## src/design/tcw_pkg.sv

```systemverilog
// ----------------------------------------------------------------------------
// tcw_pkg
// Shared constants, types and codes for the text console writer.
// ----------------------------------------------------------------------------
package tcw_pkg;

   localparam int COLUMNS    = 80;
   localparam int ROWS       = 25;
   localparam int CELLS      = COLUMNS * ROWS;
   localparam int CELL_W     = (CELLS > 1) ? $clog2(CELLS) : 1;
   localparam int COL_W      = (COLUMNS > 1) ? $clog2(COLUMNS) : 1;
   localparam int ROW_W      = (ROWS > 1) ? $clog2(ROWS) : 1;
   localparam int OFFSET_W   = 12;
   localparam int OFF_CALC_W = (CELL_W + 1 > OFFSET_W) ? CELL_W + 1 : OFFSET_W;

   localparam int CHAR_W     = 8;
   localparam int ATTR_W     = 8;
   localparam int NUMBER_W   = 31;
   localparam int DIGIT_W    = 4;
   localparam int BCD_DIGITS = 10;
   localparam int BCD_W      = BCD_DIGITS * DIGIT_W;
   localparam int LEFT_W     = $clog2(BCD_DIGITS + 1);
   localparam int BIT_CNT_W  = $clog2(NUMBER_W + 1);

   localparam int REQ_DATA_W = 40;
   localparam int RSP_DATA_W = 32;

   localparam logic [CHAR_W-1:0] ASCII_ZERO = 8'd48;
   localparam logic [CHAR_W-1:0] NL_CODE    = 8'd10;
   localparam logic [ATTR_W-1:0] ATTR_RESET = 8'd97;

   localparam logic OP_CHAR = 1'b0;
   localparam logic OP_INT  = 1'b1;

   typedef enum logic [1:0] {
      ST_IDLE,
      ST_CHAR,
      ST_CONV,
      ST_EMIT
   } state_type;

   typedef struct packed {
      logic load;
      logic shift;
   } dabble_ctrl_type;

   typedef struct packed {
      logic               busy;
      logic [DIGIT_W-1:0] digit;
   } dabble_status_type;

endpackage

```

## src/design/tcw_dabble.sv

```systemverilog
// ----------------------------------------------------------------------------
// tcw_dabble
// Bit-serial binary to BCD converter with a digit shift-out, one bit per cycle.
// ----------------------------------------------------------------------------
module tcw_dabble (
   input  logic                             clock,
   input  logic                             reset,
   input  tcw_pkg::dabble_ctrl_type         ctrl,
   input  logic [tcw_pkg::NUMBER_W-1:0]     number,
   output tcw_pkg::dabble_status_type       status
);

   logic [tcw_pkg::NUMBER_W-1:0]  bin_ff, bin_in;
   logic [tcw_pkg::BCD_W-1:0]     bcd_ff, bcd_in;
   logic [tcw_pkg::BCD_W-1:0]     bcd_adj;
   logic [tcw_pkg::BIT_CNT_W-1:0] cnt_ff, cnt_in;

   always_comb begin
      for (int i = 0; i < tcw_pkg::BCD_DIGITS; i++) begin
         if (bcd_ff[i*tcw_pkg::DIGIT_W +: tcw_pkg::DIGIT_W] >= 4'd5) begin
            bcd_adj[i*tcw_pkg::DIGIT_W +: tcw_pkg::DIGIT_W] =
               bcd_ff[i*tcw_pkg::DIGIT_W +: tcw_pkg::DIGIT_W] + 4'd3;
         end else begin
            bcd_adj[i*tcw_pkg::DIGIT_W +: tcw_pkg::DIGIT_W] =
               bcd_ff[i*tcw_pkg::DIGIT_W +: tcw_pkg::DIGIT_W];
         end
      end
   end

   always_comb begin
      bin_in = bin_ff;
      bcd_in = bcd_ff;
      cnt_in = cnt_ff;
      if (ctrl.load) begin
         bin_in = number;
         bcd_in = '0;
         cnt_in = tcw_pkg::BIT_CNT_W'(tcw_pkg::NUMBER_W);
      end else if (cnt_ff != '0) begin
         bcd_in = {bcd_adj[tcw_pkg::BCD_W-2:0], bin_ff[tcw_pkg::NUMBER_W-1]};
         bin_in = {bin_ff[tcw_pkg::NUMBER_W-2:0], 1'b0};
         cnt_in = cnt_ff - 1'b1;
      end else if (ctrl.shift) begin
         bcd_in = {bcd_ff[tcw_pkg::BCD_W-tcw_pkg::DIGIT_W-1:0], {tcw_pkg::DIGIT_W{1'b0}}};
      end
   end

   always_ff @(posedge clock) begin
      if (reset) begin
         cnt_ff <= '0;
      end else begin
         cnt_ff <= cnt_in;
      end
      bin_ff <= bin_in;
      bcd_ff <= bcd_in;
   end

   assign status.busy  = (cnt_ff != '0);
   assign status.digit = bcd_ff[tcw_pkg::BCD_W-1 -: tcw_pkg::DIGIT_W];

endmodule

```

## src/design/text_console_writer_core.sv

```systemverilog
// ----------------------------------------------------------------------------
// text_console_writer_core
// Text-mode console writer: character and decimal integer cell writes.
// ----------------------------------------------------------------------------
//  channel | direction | transaction
//  req_    | in        | one character (tuser 0) or one integer (tuser 1)
//  rsp_    | out       | one cell write, tlast on the final write of a request
//  csr_    | in        | attribute byte write
//
//  Newline: no cell write, only the cursor moves; other character: one cell
//  write, held back while rsp_ stalls. Integer: the bit-serial converter loads
//  and shifts in all 31 bits, then the 10 BCD digits are shifted out in turn,
//  leading zeros skipped without a write, the rest held back while rsp_ stalls.
//  One request in flight at a time; req_tready is low until it is finished.
//  Reset: synchronous, cursor to the top left cell, attribute to 97.
module text_console_writer_core (
   input  logic                               clock,
   input  logic                               reset,
   input  logic                               req_tvalid,
   output logic                               req_tready,
   // [7:0] char_code, [38:8] number, [39] zero
   input  logic [tcw_pkg::REQ_DATA_W-1:0]     req_tdata,
   // [0] op
   input  logic [0:0]                         req_tuser,
   output logic                               rsp_tvalid,
   input  logic                               rsp_tready,
   // [11:0] byte_offset, [19:12] char_byte, [27:20] attr_byte, [31:28] zero
   output logic [tcw_pkg::RSP_DATA_W-1:0]     rsp_tdata,
   output logic                               rsp_tlast,
   input  logic                               csr_we,
   input  logic [tcw_pkg::ATTR_W-1:0]         csr_wdata
);

   tcw_pkg::state_type          state_ff, state_in;
   tcw_pkg::dabble_ctrl_type    dab_ctrl;
   tcw_pkg::dabble_status_type  dab_status;

   logic [tcw_pkg::ATTR_W-1:0]   attr_ff, attr_in;
   logic [tcw_pkg::CHAR_W-1:0]   char_ff, char_in;
   logic [tcw_pkg::CELL_W-1:0]   cell_ff, cell_in;
   logic [tcw_pkg::COL_W-1:0]    col_ff, col_in;
   logic [tcw_pkg::ROW_W-1:0]    row_ff, row_in;
   logic [tcw_pkg::LEFT_W-1:0]   left_ff, left_in;
   logic                         started_ff, started_in;
   logic                         rsp_valid_ff, rsp_valid_in;
   logic [tcw_pkg::OFFSET_W-1:0] rsp_offset_ff, rsp_offset_in;
   logic [tcw_pkg::CHAR_W-1:0]   rsp_char_ff, rsp_char_in;
   logic [tcw_pkg::ATTR_W-1:0]   rsp_attr_ff, rsp_attr_in;
   logic                         rsp_last_ff, rsp_last_in;

   logic                         req_accept;
   logic                         slot_free;
   logic                         newline;
   logic                         emit;
   logic                         emit_last;
   logic                         skip;
   logic [tcw_pkg::CHAR_W-1:0]   emit_char;
   logic [tcw_pkg::OFF_CALC_W-1:0] offset_wide;
   logic                         req_op;
   logic [tcw_pkg::CHAR_W-1:0]   req_char;
   logic [tcw_pkg::NUMBER_W-1:0] req_number;
   logic                         last_digit;
   logic                         lead_zero;

   assign req_op     = req_tuser[0];
   assign req_char   = req_tdata[tcw_pkg::CHAR_W-1:0];
   assign req_number = req_tdata[tcw_pkg::CHAR_W +: tcw_pkg::NUMBER_W];

   assign req_tready = (state_ff == tcw_pkg::ST_IDLE);
   assign req_accept = req_tvalid && req_tready;
   assign slot_free  = !rsp_valid_ff || rsp_tready;
   assign last_digit = (left_ff == tcw_pkg::LEFT_W'(1));
   assign lead_zero  = (dab_status.digit == '0) && !started_ff && !last_digit;

   tcw_dabble u_dabble (
      .clock  (clock),
      .reset  (reset),
      .ctrl   (dab_ctrl),
      .number (req_number),
      .status (dab_status)
   );

   // next state
   always_comb begin
      state_in = state_ff;
      unique case (state_ff)
         tcw_pkg::ST_IDLE: begin
            if (req_accept) begin
               if (req_op == tcw_pkg::OP_INT) begin
                  state_in = tcw_pkg::ST_CONV;
               end else if (req_char != tcw_pkg::NL_CODE) begin
                  state_in = tcw_pkg::ST_CHAR;
               end
            end
         end
         tcw_pkg::ST_CHAR: begin
            if (slot_free) begin
               state_in = tcw_pkg::ST_IDLE;
            end
         end
         tcw_pkg::ST_CONV: begin
            if (!dab_status.busy) begin
               state_in = tcw_pkg::ST_EMIT;
            end
         end
         tcw_pkg::ST_EMIT: begin
            if (!lead_zero && slot_free && last_digit) begin
               state_in = tcw_pkg::ST_IDLE;
            end
         end
         default: state_in = tcw_pkg::ST_IDLE;
      endcase
   end

   // state outputs
   always_comb begin
      dab_ctrl  = '0;
      newline   = 1'b0;
      emit      = 1'b0;
      emit_last = 1'b0;
      skip      = 1'b0;
      emit_char = char_ff;
      unique case (state_ff)
         tcw_pkg::ST_IDLE: begin
            dab_ctrl.load = req_accept && (req_op == tcw_pkg::OP_INT);
            newline = req_accept && (req_op == tcw_pkg::OP_CHAR) &&
                      (req_char == tcw_pkg::NL_CODE);
         end
         tcw_pkg::ST_CHAR: begin
            emit      = slot_free;
            emit_last = 1'b1;
         end
         tcw_pkg::ST_CONV: begin
         end
         tcw_pkg::ST_EMIT: begin
            skip           = lead_zero;
            emit           = !lead_zero && slot_free;
            emit_last      = last_digit;
            emit_char      = tcw_pkg::ASCII_ZERO + tcw_pkg::CHAR_W'(dab_status.digit);
            dab_ctrl.shift = skip || emit;
         end
         default: begin
         end
      endcase
   end

   assign offset_wide = tcw_pkg::OFF_CALC_W'({cell_ff, 1'b0});

   always_comb begin
      attr_in    = csr_we ? csr_wdata : attr_ff;
      char_in    = (req_accept) ? req_char : char_ff;
      left_in    = left_ff;
      started_in = started_ff;
      if (dab_ctrl.load) begin
         left_in    = tcw_pkg::LEFT_W'(tcw_pkg::BCD_DIGITS);
         started_in = 1'b0;
      end else if (dab_ctrl.shift) begin
         left_in = left_ff - 1'b1;
         if (emit) begin
            started_in = 1'b1;
         end
      end

      cell_in = cell_ff;
      col_in  = col_ff;
      row_in  = row_ff;
      if (emit || newline) begin
         if (emit && (col_ff != tcw_pkg::COL_W'(tcw_pkg::COLUMNS - 1))) begin
            col_in  = col_ff + 1'b1;
            cell_in = cell_ff + 1'b1;
         end else if (row_ff == tcw_pkg::ROW_W'(tcw_pkg::ROWS - 1)) begin
            col_in  = '0;
            row_in  = '0;
            cell_in = '0;
         end else begin
            col_in  = '0;
            row_in  = row_ff + 1'b1;
            cell_in = cell_ff + tcw_pkg::CELL_W'(tcw_pkg::COLUMNS)
                      - tcw_pkg::CELL_W'(col_ff);
         end
      end

      rsp_valid_in  = rsp_valid_ff && !rsp_tready;
      rsp_offset_in = rsp_offset_ff;
      rsp_char_in   = rsp_char_ff;
      rsp_attr_in   = rsp_attr_ff;
      rsp_last_in   = rsp_last_ff;
      if (emit) begin
         rsp_valid_in  = 1'b1;
         rsp_offset_in = offset_wide[tcw_pkg::OFFSET_W-1:0];
         rsp_char_in   = emit_char;
         rsp_attr_in   = attr_ff;
         rsp_last_in   = emit_last;
      end
   end

   always_ff @(posedge clock) begin
      if (reset) begin
         state_ff     <= tcw_pkg::ST_IDLE;
         attr_ff      <= tcw_pkg::ATTR_RESET;
         cell_ff      <= '0;
         col_ff       <= '0;
         row_ff       <= '0;
         rsp_valid_ff <= 1'b0;
         left_ff      <= '0;
         started_ff   <= 1'b0;
      end else begin
         state_ff     <= state_in;
         attr_ff      <= attr_in;
         cell_ff      <= cell_in;
         col_ff       <= col_in;
         row_ff       <= row_in;
         rsp_valid_ff <= rsp_valid_in;
         left_ff      <= left_in;
         started_ff   <= started_in;
      end
      char_ff       <= char_in;
      rsp_offset_ff <= rsp_offset_in;
      rsp_char_ff   <= rsp_char_in;
      rsp_attr_ff   <= rsp_attr_in;
      rsp_last_ff   <= rsp_last_in;
   end

   assign rsp_tvalid = rsp_valid_ff;
   assign rsp_tlast  = rsp_last_ff;
   assign rsp_tdata  = {{(tcw_pkg::RSP_DATA_W - tcw_pkg::OFFSET_W - tcw_pkg::CHAR_W
                          - tcw_pkg::ATTR_W){1'b0}},
                        rsp_attr_ff, rsp_char_ff, rsp_offset_ff};

`ifndef SYNTHESIS
   a_cell_in_range: assert property (@(posedge clock) disable iff (reset)
      cell_ff < tcw_pkg::CELL_W'(tcw_pkg::CELLS))
      else $error("cursor cell beyond the screen");

   a_cell_matches_rowcol: assert property (@(posedge clock) disable iff (reset)
      32'(cell_ff) == 32'(row_ff) * 32'(tcw_pkg::COLUMNS) + 32'(col_ff))
      else $error("cursor cell disagrees with row and column");

   a_emit_digits_left: assert property (@(posedge clock) disable iff (reset)
      (state_ff == tcw_pkg::ST_EMIT) |-> (left_ff != '0) && !dab_status.busy)
      else $error("digit emit without a finished conversion");

   a_char_done: assert property (@(posedge clock) disable iff (reset)
      (state_ff == tcw_pkg::ST_CHAR) && slot_free |=> rsp_valid_ff && rsp_last_ff)
      else $error("character write did not produce a final transaction");
`endif

endmodule
```

## config.mk

```make
export PLATFORM = sky130hd
export DESIGN_NAME = text_console_writer_core
export DESIGN_NICKNAME = d
export VERILOG_FILES = /design/src/design/tcw_pkg.sv /design/src/design/tcw_dabble.sv /design/src/design/text_console_writer_core.sv
export SDC_FILE = /design/constraint.sdc
export NUM_CORES = 1
export LEC_CHECK = 0
export BUFFER_PORTS_ARGS = -buffer_cell sky130_fd_sc_hd__clkbuf_2
export CORE_ASPECT_RATIO = 0.9
export CORE_MARGIN = 2
export CORE_UTILIZATION = 55
export CTS_CLUSTER_DIAMETER = 30
export DETAILED_ROUTE_END_ITERATION = 8
export PLACE_DENSITY = 0.86
export SYNTH_ARGS = -nofsm -noshare
export SYNTH_HDL_FRONTEND = slang
export SYNTH_SLANG_ARGS = --single-unit
```

## constraint.sdc

```tcl
create_clock -name clock -period 3.18 [get_ports clock]
set_input_delay 0.318 -clock clock [delete_from_list [all_inputs] [get_ports clock]]
set_output_delay 0.318 -clock clock [all_outputs]
set_load 0.01 [all_outputs]
```

; ---- After elaboration in Yosys (flattened, before gate mapping)
; Index checks and enable logic that the tools add are counted.
[classes]
eq_ne = 13
mul = 0
shift = 0
order_cmp = 10
div = 0
addsub = 18
mux = 36
bitwise_logic = 2
reduce_logical = 28
[op_table]
columns = op, count
row1 = 40-bit two-way mux, 2
row2 = 31-bit two-way mux, 2
row3 = 4-bit two-way mux, 11
row4 = 4-bit by 3-bit greater-or-equal comparator with 1-bit output (second input constant), 10
row5 = 4-bit by 2-bit adder with 4-bit output (second input constant), 9
row6 = 11-bit two-way mux, 2
row7 = 5-bit two-way mux, 3
row8 = 2-bit two-way mux, 6
row9 = 11-bit by 1-bit adder with 11-bit output (second input constant), 1
row10 = 11-bit by 7-bit adder with 11-bit output (second input constant), 1
row11 = 11-bit by 7-bit subtractor with 11-bit output, 1
row12 = 1-bit logical AND, 10
row13 = 8-bit by 4-bit == test with 1-bit output (second input constant), 1
row14 = 8-bit two-way mux, 1
row15 = 8-bit by 4-bit != test with 1-bit output (second input constant), 1
row16 = 2-bit one-hot mux with 4 select lines, 1
row17 = 6-bit by 4-bit adder with 7-bit output (first input constant), 1
row18 = 7-bit by 1-bit adder with 7-bit output (second input constant), 1
row19 = 7-bit two-way mux, 1
row20 = 7-bit != test (second input constant), 1
row21 = 2-bit != test (second input constant), 3
row22 = 2-bit nonzero test, 3
row23 = 5-bit by 1-bit adder with 5-bit output (second input constant), 1
row24 = 5-bit == test (second input constant), 1
row25 = 20 further kinds, 33
[word_totals]
latch_bits = 0
romBits = 0
inputBits = 54
memories = 0
mem_bits_rw = 0
reg_bits = 151

; ---- Logic depth before layout (Yosys ltp)
[depth]
word_depth = 9
mapped_depth = 11

; ---- By module
; From an unflattened synthesis, not the netlist that was laid out.
[unflattened]
cells_unflattened = 774
hier_area_um2 = 7967.6
[modules_own_cells]
columns = mod, cells_per_inst, n_inst, area_each_um2
row1 = tcw_dabble, 410, 1, 4210.3
row2 = text_console_writer_core, 364, 1, 3757.4

; ---- Worst setup path after synthesis
; No wires, ideal clock.
[synth_timing]
kind = register to register
from = register u_dabble.cnt_ff[0] (netlist bit)
to = register u_dabble.bin_ff[0] (netlist bit), enable pin
stages_incl_launch_ff = 7
setup_time_ns = 0.471
t_arrival_ns = 2.160
slack_ns = 0.549
cell_sequence = dfxtp_1 > inv_1 > ha_1 > nor4b_2 > clkbuf_1 > buf_1 > nand2_1
[synth_between]
elab_chain_cells = 2
[synth_lines]
columns = element, line
row1 = from (decl), tcw_dabble.sv:16  ; logic [tcw_pkg::BIT_CNT_W-1:0] cnt_ff, cnt_in;
row2 = from (signal assigned), tcw_dabble.sv:51  ; cnt_ff <= cnt_in;
row3 = 5-bit nonzero test, tcw_dabble.sv:38  ; end else if (cnt_ff != '0) begin
row4 = 2-bit nonzero test (no source line), -
row5 = to (signal assigned), tcw_dabble.sv:53  ; bin_ff <= bin_in;
row6 = to (decl), tcw_dabble.sv:13  ; logic [tcw_pkg::NUMBER_W-1:0] bin_ff, bin_in;
; No other way between the ends.
; A chain may end at the register's enable or synchronous reset.

; ---- Final worst setup path
[layout_timing]
from = register left_ff[0] (netlist bit)
to = register row_ff[3] (netlist bit)
[layout_between]
elab_chain_cells = 9
word_cells_on_any_way = 10
classes_between = 1 x eq/ne / 1 x mux / 1 x bitwise / 7 x reduce/logical
[layout_lines]
columns = element, line
row1 = from (decl), text_console_writer_core.sv:43  ; logic [tcw_pkg::LEFT_W-1:0] left_ff, left_in;
row2 = from (signal assigned), text_console_writer_core.sv:214  ; left_ff <= left_in;
row3 = 4-bit by 1-bit == test with 1-bit output (*), text_console_writer_core.sv:72  ; assign last_digit = (left_ff == tcw_pkg::LEFT_W'(1));
row4 = 1-bit logical NOT (*), text_console_writer_core.sv:73  ; assign lead_zero = (dab_status.digit == '0) && !started_ff && !last_digit;
row5 = 1-bit logical AND (*), text_console_writer_core.sv:73
row6 = 1-bit logical NOT (*), text_console_writer_core.sv:137  ; emit = !lead_zero && slot_free;
row7 = 1-bit logical AND (*), text_console_writer_core.sv:137
row8 = 1-bit one-hot mux with 2 select lines (*), text_console_writer_core.sv:123  ; unique case (state_ff)
row9 = named net emit, text_console_writer_core.sv:54  ; logic emit;
row10 = 1-bit logical AND, text_console_writer_core.sv:168  ; if (emit && (col_ff != tcw_pkg::COL_W'(tcw_pkg::COLUMNS - 1))) begin
row11 = 1-bit inverter (no source line), -
row12 = 2-bit AND reduction (no source line) (*), -
row13 = to (signal assigned), text_console_writer_core.sv:212  ; row_ff <= row_in;
row14 = to (decl), text_console_writer_core.sv:42  ; logic [tcw_pkg::ROW_W-1:0] row_ff, row_in;
; Mark *: on every way through the listed nets, which the timed path passes. The rest lies on a longest branch.

==> results.yml <==
synth:
  ys_types: 67
  synthXorXnorAreaFrac: 0.0198
  synthAdderAreaFrac: 0.0747
  ys.flop_type: "dfxtp_1"
  synth_area_sq_um: 7970
  ys_warn_count: 0
  synth_compound_area_frac: 0.183
  avgSynthCellArea_sq_um: 9.26
  ys_seq_area_frac: 0.463
  synth_top_family_by_area: "simple AND/OR/NAND/NOR gates"
  synth_edf_count: 67
  synthMuxAreaShare: 0.0207
  synth-simple-area-share: 0.183
  ys_seq_elements: 151
  async_reset_ff_frac: 0
  syn_inst: 861
setup_path:
  critPathLaunchType: "flop"
  cp.arrival_ns: 3.01
  worstPathMaxFanout: 15
  crit_type: "flop to flop"
  worstSetupEndpointType: "flop"
  rrSetupSlack_ns: 0.50
  critPathRequiredTime_ns: 3.51
placed_design:
  place_area_sq_um: 8550
  place.gp.congestion: 0.875
  dpl.hpwl_microns: 11800
  dp_cells: 1104
  portBuffers: 82
grt:
  grt_usage: 0.241
  grt_pass1_vias: 6177
  grt_pass1_wl_microns: 30100
  antenna_found_initial: 0
  grt-ovfl-total: 0
  grt_max_degree: 69
clock_network:
  cts_resized: 0
  clk_path_buf_depth: 2
  cts_sinks: 151
  cts_made_buffers: 17
  cts_hold_buf: 0
  root_buffer: "clkbuf_16"
  h-tree-depth: 4
  tritoncts: "yes"
  insertion_delay_ns: 0.43
  post_cts_buffers: 0
  path_clk_slew_ns: 0.06
layout:
  stdcell_area_sq_um: 9140
  area_growth_pct: 14.6
  diodes: 0
  nets: 1031
  register_area_sq_um: 3690
  fill_cells: 1122
  layout-drive-gt1-share: 0.154
  multi_input_area_sq_um: 3860
  final_util: 0.648
  finalNonFillerCells: 1136
routing:
  drt_first_pass_iters: 5
  ant_nets: 0
  drt_iter0_drc: 659
  post_drt_wl_per_cell_microns: 16.1
  wl_microns: 18300
  route.detailed.drc: 0
  route.vias.total: 6702
  via_per_inst: 5.90
run_status:
  status: "completed"
sta:
  grt_setup_unrepaired: "no"
  fin_crit_ns: 2.68
  finalCritPeriodShare: 0.843
  fin_hold_ws_ns: 0.0875
  finalHoldViolCount: 0
  setup_viol: 0
  worstMarginPinSlew_ns: 0.812
  slew_headroom: 0.458
  setup_tns_ns: 0
  fin_skew_ns: 0.0106
  max_freq_ghz: 0.373
  slew_viol_final: 0
floorplanning:
  io_pins: 89
  core_area_sq_um: 14100
  die_y_microns: 118
  start_util: 0.565
  die_w_microns: 131
  die_area_sq_um: 15500
  rows: 41
pwr:
  ir_drop_v: 0.000703
  leakage_nw: 3.72
  p_per_area_nw_per_um2: 863
run:
  drv_cap: 0
hold_path:
  hold_path_class: "input pin to flop"
stage by stage:
stage,worst slack (ns),total power [mW]
CTS,0.541,7.87
detailed placement,0.542,5.82
global route,0.294,8.42
global placement,0.612,5.68
finish,0.501,7.89
floorplan,0.549,5.15
report_power, final:
part | internal, mW | total, mW | leakage, nW | switching [mW]
registers | 2.70 | 3.16 | 1.36 | 0.458
logic | 1.15 | 2.71 | 2.09 | 1.56
clock network | 1.18 | 2.02 | 0.279 | 0.833
layer usage:
layer / up-vias / share of wire / track usage
li1: 3247 / - / -
met1: 3150 / 0.45 / 0.352
met2: 274 / 0.46 / 0.361
met3: 31 / 0.075 / 0.0498
met4: 0 / 0.015 / 0.0672
met5: - / 0 / 0
worst max-delay path, stage by stage, from the launching register on:
cell and delay [ns]:
dfxtp_1 0.39, ha_1 0.17, or3b_1 0.44, a311o_4 0.55
inv_4 0.11, mux2i_2 0.46, a41oi_1 0.18, a311oi_1 0.27
registers in the layout (all words and copies together), names as in the netlist:
| register | count |
|---|---|
| col_ff | 7 |
| attr_ff | 8 |
| u_dabble.bin_ff | 31 |
| rsp_char_ff | 8 |
| char_ff | 8 |
| row_ff | 5 |
| rsp_offset_ff | 11 |
| cell_ff | 11 |
| u_dabble.cnt_ff | 5 |
| rsp_tlast | 1 |
| started_ff | 1 |
| u_dabble.bcd_ff | 40 |
| left_ff | 4 |
| rsp_tvalid | 1 |
| state_ff | 2 |
| rsp_attr_ff | 8 |
cells in the final DEF (no fill, tap or decap), drive strengths merged, types with 4 or more instances in the layout:
master / count
nand2: 126
a31oi: 13
dfxtp: 84
mux2i: 15
conb: 5
nor3b: 9
and3: 9
edfxtp: 67
clkbuf: 101
a32oi: 10
and2: 6
a21oi: 63
o21a: 6
a21o: 4
inv: 58
buf: 15
nor3: 35
or3: 4
xor2: 5
nor2b: 5
ha: 46
nor2: 45
a211oi: 51
xnor2: 13
o211ai: 4
a41oi: 4
nand3: 28
nand2b: 15
o21ai: 47
cell families (layout without fill, tap and decap cells):
| logic type | after synthesis | after routing |
|---|---|---|
| flip-flops | 151 | 151 |
| AO/OA/AOI/OAI | 223 | 223 |
| multiplexers | 16 | 16 |
| XOR/XNOR | 18 | 18 |
| buffers and inverters | 104 | 182 |
| adder cells (fa/ha/maj) | 47 | 47 |
| AND/OR/NAND/NOR | 301 | 301 |
| other | 1 | 5 |
cells in the mapped netlist, drive strengths merged (4+ instances only):
master | count | area share
ha | 46 | 0.072
a21o | 4 | 0.0038
xor2 | 5 | 0.0055
a21oi | 63 | 0.040
nand2b | 15 | 0.012
xnor2 | 13 | 0.014
nor3b | 9 | 0.0091
inv | 53 | 0.025
o21ai | 47 | 0.030
o211ai | 4 | 0.0038
a41oi | 4 | 0.0044
or3 | 4 | 0.0031
clkbuf | 30 | 0.014
dfxtp | 84 | 0.21
a32oi | 10 | 0.011
a211oi | 51 | 0.048
buf | 21 | 0.016
a31oi | 13 | 0.010
nor3 | 35 | 0.022
edfxtp | 67 | 0.25
nor2 | 45 | 0.022
nand2 | 126 | 0.060
o21a | 6 | 0.0056
and3 | 9 | 0.0071
nand3 | 28 | 0.018
nor2b | 5 | 0.0039
and2 | 6 | 0.0050
mux2i | 15 | 0.019
area by class of cell:
class	count	share of cell area
clock buffer	19	0.0485
tap	193	0.0264
sequential	151	0.404
clock inverter	13	0.0157
inverter	53	0.0220
timing repair buffer	97	0.0600
multi-input combinational	610	0.423
worst paths after layout:
kind	endpoint	startpoint	cells past startpoint
hold / removal	char_ff[7]$_DFFE_PP_	req_tdata[7]	1
setup reg to reg	row_ff[3]$_SDFFE_PP0P_	left_ff[0]$_SDFFE_PP0P_	7
setup / recovery	row_ff[3]$_SDFFE_PP0P_	left_ff[0]$_SDFFE_PP0P_	7
hold reg to reg	rsp_attr_ff[0]$_DFFE_PP_	attr_ff[0]$_SDFFE_PP1P_	0
(Power assumes the default switching activity.)
